**config.mk**
```make
export PLATFORM = sky130hd
export DESIGN_NAME = pfp_queue
export DESIGN_NICKNAME = d
export VERILOG_FILES = /design/src/rtl/core/pfp_pkg.sv /design/src/rtl/core/pfp_queue.sv
export SDC_FILE = /design/constraint.sdc
export NUM_CORES = 1
export LEC_CHECK = 0
export ABC_AREA = 1
export BUFFER_PORTS_ARGS = -buffer_cell sky130_fd_sc_hd__buf_4
export CAP_MARGIN = 40
export CELL_PAD_IN_SITES_DETAIL_PLACEMENT = 1
export CELL_PAD_IN_SITES_GLOBAL_PLACEMENT = 1
export CORE_MARGIN = 4
export CORE_UTILIZATION = 35
export CTS_BUF_LIST = sky130_fd_sc_hd__clkbuf_8
export CTS_CLUSTER_SIZE = 25
export DETAILED_ROUTE_END_ITERATION = 16
export PLACE_DENSITY_LB_ADDON = 0.1
export SLEW_MARGIN = 30
export SYNTH_ARGS = -nofsm -noshare
export SYNTH_HDL_FRONTEND = slang
export SYNTH_SLANG_ARGS = --single-unit
```
**constraint.sdc**
```tcl
create_clock -name clk -period 11.9 [get_ports clk]
set_input_delay 2.38 -clock clk [delete_from_list [all_inputs] [get_ports clk]]
set_output_delay 2.38 -clock clk [all_outputs]
set_load 0.02 [all_outputs]
```
**src/rtl/core/pfp_pkg.sv**
```systemverilog
// Shared widths, constants and the queue item type for the plane-from-three-points block.
// Every module of the block imports this package; it depends on nothing else.
`timescale 1ns / 1ps
`default_nettype none

package pfp_pkg;

  // Coordinate and normal formats.
  localparam int COORD_WIDTH      = 24;
  localparam int NORMAL_FRAC_BITS = 30;

  // Edge vectors, cross product terms and the cross product magnitude.
  localparam int UW     = COORD_WIDTH + 1;
  localparam int PW     = 2 * UW;
  localparam int NW     = PW + 1;
  localparam int MW     = 2 * COORD_WIDTH + 1;
  localparam int LOW_W  = MW / 2;
  localparam int HIGH_W = MW - LOW_W;

  // Squared length and its root.
  localparam int SQW        = 2 * MW;
  localparam int L2W        = ((SQW + 2 + 1) / 2) * 2;
  localparam int SQRT_STEPS = L2W / 2;
  localparam int SQNW       = L2W + 1;
  localparam int LENW       = SQRT_STEPS;

  // Division and dot product.
  localparam int QB   = NORMAL_FRAC_BITS + 2;
  localparam int DW   = LENW + QB;
  localparam int NVW  = QB;
  localparam int SUMW = NVW + COORD_WIDTH + 2;

  // Result formats.
  localparam int NORMAL_W = 32;
  localparam int DIST_W   = 25;

  // Stream widths.
  localparam int NUM_IN_FIELDS = 9;
  localparam int IN_DATA_W     = ((NUM_IN_FIELDS * COORD_WIDTH + 7) / 8) * 8;
  localparam int OUT_FIELDS_W  = 3 * NORMAL_W + DIST_W;
  localparam int OUT_DATA_W    = ((OUT_FIELDS_W + 7) / 8) * 8;

  // Decoupling queue between front and back.
  localparam int QDEPTH = 4;
  localparam int QPTR_W = $clog2(QDEPTH);

  // Back pipeline: squares, sqrt steps, setup, divide steps, dot product, output.
  localparam int BACK_STAGES = 3 + SQRT_STEPS + 1 + QB + 5 + 1;

  // Configuration port.
  localparam int CFG_ADDR_W = 3;
  localparam logic [CFG_ADDR_W-3:0] REG_DEGENERATE_LIMIT = '0;
  localparam logic [31:0] LIMIT_RESET = 32'd7;

  // One classified item as it travels from the front to the back.
  typedef struct packed {
    logic [2:0][MW-1:0]          mag;
    logic [2:0]                  neg;
    logic [2:0][COORD_WIDTH-1:0] pt;
  } pfp_item_t;

endpackage

`default_nettype wire

```
**src/rtl/core/pfp_queue.sv**
```systemverilog
// Short queue that decouples the front pipe from the back pipe.
// Depends on pfp_pkg for the item type and depth.
`timescale 1ns / 1ps
`default_nettype none

module pfp_queue import pfp_pkg::*; (
  input  logic      clk,
  input  logic      rst_n,
  input  logic      in_valid,
  output logic      in_ready,
  input  pfp_item_t in_item,
  output logic      out_valid,
  input  logic      out_ready,
  output pfp_item_t out_item
);

  pfp_item_t         mem_r [QDEPTH];
  logic [QPTR_W-1:0] wr_ptr_r, rd_ptr_r;
  logic [QPTR_W:0]   count_r;
  logic              push, pop;

  assign in_ready  = count_r != (QPTR_W + 1)'(QDEPTH);
  assign out_valid = count_r != '0;
  assign out_item  = mem_r[rd_ptr_r];
  assign push      = in_valid && in_ready;
  assign pop       = out_valid && out_ready;

  // Pointers and fill count.
  always_ff @(posedge clk) begin
    if (!rst_n) begin
      wr_ptr_r <= '0;
      rd_ptr_r <= '0;
      count_r  <= '0;
    end else begin
      if (push) wr_ptr_r <= wr_ptr_r + 1'b1;
      if (pop)  rd_ptr_r <= rd_ptr_r + 1'b1;
      if (push && !pop)      count_r <= count_r + 1'b1;
      else if (pop && !push) count_r <= count_r - 1'b1;
    end
  end

  // Storage.
  always_ff @(posedge clk) begin
    if (push) mem_r[wr_ptr_r] <= in_item;
  end

endmodule

`default_nettype wire

```
==> results.txt <==
- From synthesis to final layout, the design area changed by 22.7%.
- The initial utilization of the core area, before any placement, comes to 35.4%.
* Total instance count after detailed placement: 3,809
- Number of nets in the finished design: approximately 2,900
* HP Class: flip-flop to flip-flop
- The tool flagged a number of max-cap violations equal to 0.
- Detailed-route via count: 20,500
- Outcome: completed
- Fmax achieved: ~160 MHz
- The first routing iteration left approximately 1,200 violations.
- Of the total synthesized cell area, the portion taken by full adders, half adders and majority gates is 0.250%.
- Number of primary I/O pins: 450
- Counting every instance in the synthesized netlist gives 2,215.
* Share of cells above drive strength 1: 24.0%
* Fill cell total of the finished layout: a little under 10,000
- The later pin in the worst-skew pair is clocked with a latency of between 0.8 and 0.9 ns.
- Arrival time at the worst endpoint: about 3.8 ns
- Maximum number of pins on one net before global-route repair: 211
- Measured along the x axis, the die boundary spans 316 µm.
- Combinational family with the most area after synthesis: compound AO/OA/AOI/OAI gates
* Highest cell delay on the worst timing path: 0.65 ns
- Crit path launch type: flip-flop
- Avg Vias per Cell: about 5
* Power spent charging and discharging nets: between 3 and 4 mW
- Net switching is 33.8% of the power.
- The region available for standard cell placement spans 93,600 µm².
* Slowest library cell on the worst path: sky130_fd_sc_hd__buf_4
- Share of synthesized cell area in and, or, nand and nor gates: ~5.4%
- Final Hold Viols: 0
- From bottom edge to top edge, the die measures 316 µm.
* Clock tree root driver cell: sky130_fd_sc_hd__clkbuf_8
* Global-route wire length before repair: 135,000 µm
* Post-synth cell types: 18
- In the synthesized netlist, mux cells make up 0% of the area.
- In this run the static leakage power is approximately 14 nW.
* Time the worst path needs with I/O delays and setup: 6.14 ns
- Storage cell area: 26,900 µm²
- The internal portion of the total power is 5.93 mW.
* Final max-slew violation count: 0
- Once the clock tree was built, the resizer swapped 0 gates to a different size.
- Traced cell by cell, the critical path runs through buf_4 -> buf_12 -> buf_16 -> o21ai_0 -> o22ai_1 -> buf_4.
- Sequential cells account for approximately 44% of the total power.
* CTS tree: done
- Across the routed clock network, the largest skew measured is 0.0195 ns.
- Netlist Area Pre-Place: between 30,000 and 40,000 µm²
- Count of final setup violators: 0
- The wire-length estimate of the detail-placed layout is about 55,000 µm.
- In this run the tool buffered the top-level ports with 449 buffer cells.
* Class of the most critical setup path: flip-flop to primary output
- Worst VDD drop: 0.130 mV
- For the worst setup path, the data required time is 9.52 ns.
- For this run, the number of Yosys warnings is 0.
- Cells fill between 40% and 50% of the core in the end.
- Number of sinks handled by clock tree synthesis: 897
- All-layer global routing usage: 18.1%
- The number of hold buffers added after CTS was 0.
* Clock buffer count from CTS: 154
- Filler-free cell count of the finished design: 4,085
- Net Count, Synth: 2,447
- Post-detailed-routing wire length: 91,600 µm
- Die area: 99,500 µm²
* Antenna violations before repair: 21
* Power density relative to cell area: approximately 220 nW/µm²
- Setup repair after global routing missed its margin: false
- After Yosys synthesis, XOR and XNOR cells account for 0.0265% of the synthesized area.
- Actual slew at the worst max-slew pin: 0.868 ns
* Final weighted congestion in routability-driven placement: ~0.74
- Maximum count of clock buffers along a single path: 3
- Cell count of the worst hold path: 2
- Timing analysis after detailed placement gives a worst setup slack of 6.40 ns.
* Area occupied by multi-input gates: approximately 5600 µm²
* Worst R2R Path Depth: 6
- Post-detailed-route count of antenna-violating nets: 0
* Global route total overflow: 0
- Sequential elements use 81.1% of the synthesized area.
* Avg Synthesized Cell Area: 14.9 µm²
- Along the worst path, the maximum fanout reaches 111.
- Tightest slew margin relative to the limit: 42.1%
- Buffers added to address setup during post-CTS repair amount to 0.
- Combinational cells account for 29.2% of the total power.
- The final critical path takes up 51.6% of the cycle.
* Site row count: 112
- Total number of H-tree levels: 4
- The design draws 8.96 mW.
- The share of total power dissipated in the clock network is 27.0%.
- After clock tree synthesis, the clock-pin slew on the worst setup and hold paths is 0.06 ns.
- After detailed routing, the average wire length per cell comes to between 20 and 25 µm.
- First-pass iteration count of the detailed router: 4
- Summing the areas of all compound-gate instances in the mapped netlist gives a little over a tenth of the synthesized area.
* Number of register bits inferred by synthesis: 897
* Worst hold slack across all endpoints: 0.508 ns
- CP most frequent cell: sky130_fd_sc_hd__buf_4
* Via count of the first global-routing pass: 21,700
- Setup slack closes at approximately 5.8 ns.
* Number of remaining DRC errors: 0
- The worst setup path is captured at a primary output.
-- worst max-delay path: cells and delay by family (launching register included) --
kind | cells | cell delay (ns)
DFF | 1 | 0.56
buffers and inverters | 4 | 1.62
AOI/OAI and AO/OA | 2 | 0.50
-- layer usage --
metal  part of all wire, %  vias to the layer above  global-route usage, %
li1                      -                     9419                      -
met1                    41                    10400                   21.9
met2                    50                      483                   30.4
met3                   7.3                      151                   6.31
met4                   2.3                       10                   6.14
met5                 0.085                        -                      0
-- sequential cells by signal (all words and copies together), names as in the netlist, named ones only --
register,count
count_r,3
rd_ptr_r,2
mem_r,888
wr_ptr_r,2
-- power groups by stage --
stage	clock network (mW)	logic, mW	registers [mW]
2_1_floorplan	0	1.43	4.08
3_3_place_gp	0	2.58	3.98
5_1_grt	2.68	2.84	3.95
6_report	2.42	2.62	3.92
3_5_place_dp	0	2.67	3.99
4_1_cts	2.53	2.67	3.93
-- synthesized netlist by cell type (all sizes together) --
library cell | number | share of area [%]
nand3 | 4 | 0.060
inv | 16 | 0.18
o22ai | 222 | 4.2
nor2 | 458 | 5.2
o21ai | 445 | 6.7
fa | 1 | 0.060
a21oi | 3 | 0.045
buf | 44 | 0.84
edfxtp | 888 | 81
nand2 | 15 | 0.17
dfxtp | 9 | 0.54
ha | 5 | 0.19
xor2 | 1 | 0.026
clkbuf | 103 | 1.2
nand3b | 1 | 0.023
-- through the flow --
stage | instance area, µm² | setup TNS (ns)
after global routing | 40600 | 0
final | 40600 | 0
after CTS | 40500 | 0
after global placement | 37700 | 0
after floorplan | 33100 | -539.94
after detailed placement | 37900 | 0
-- cell type report --
type | count | area share [%]
timing repair buffer | 489 | 9.63
inverter | 16 | 0.179
clock inverter | 96 | 0.992
tap | 1254 | 3.86
sequential | 897 | 66.1
clock buffer | 161 | 5.45
antenna | 17 | 0.105
multi-input combinational | 1155 | 13.7
-- cells in the final DEF, fill, tap and decap left out, drive strengths merged, types with 2 or more instances in the layout --
cell type and n:
o22ai 222, edfxtp 888, inv 71, diode 17
nor2 458, nand3 4, ha 5, clkbuf 161
clkinv 39, a21oi 3, nand2 15, buf 489
o21ai 445, clkinvlp 2, dfxtp 9
-- cells by family after synthesis --
logic type	Yosys count
AO/OA/AOI/OAI	670
AND/OR/NAND/NOR	478
buffers and inverters	163
adder cells (fa/ha/maj)	6
XOR/XNOR	1
flip-flops	897
-- final timing paths --
check                                  from  slack (ns)             to
worst max register to register   count_r[0]        8.37   mem_r[0][98]
worst min-delay path            rd_ptr_r[1]        0.51      flip-flop
worst max-delay path              flip-flop        5.76  out_item[121]
worst min register to register  rd_ptr_r[1]        0.51      flip-flop
No activity file was read; power rests on OpenSTA's default activity.
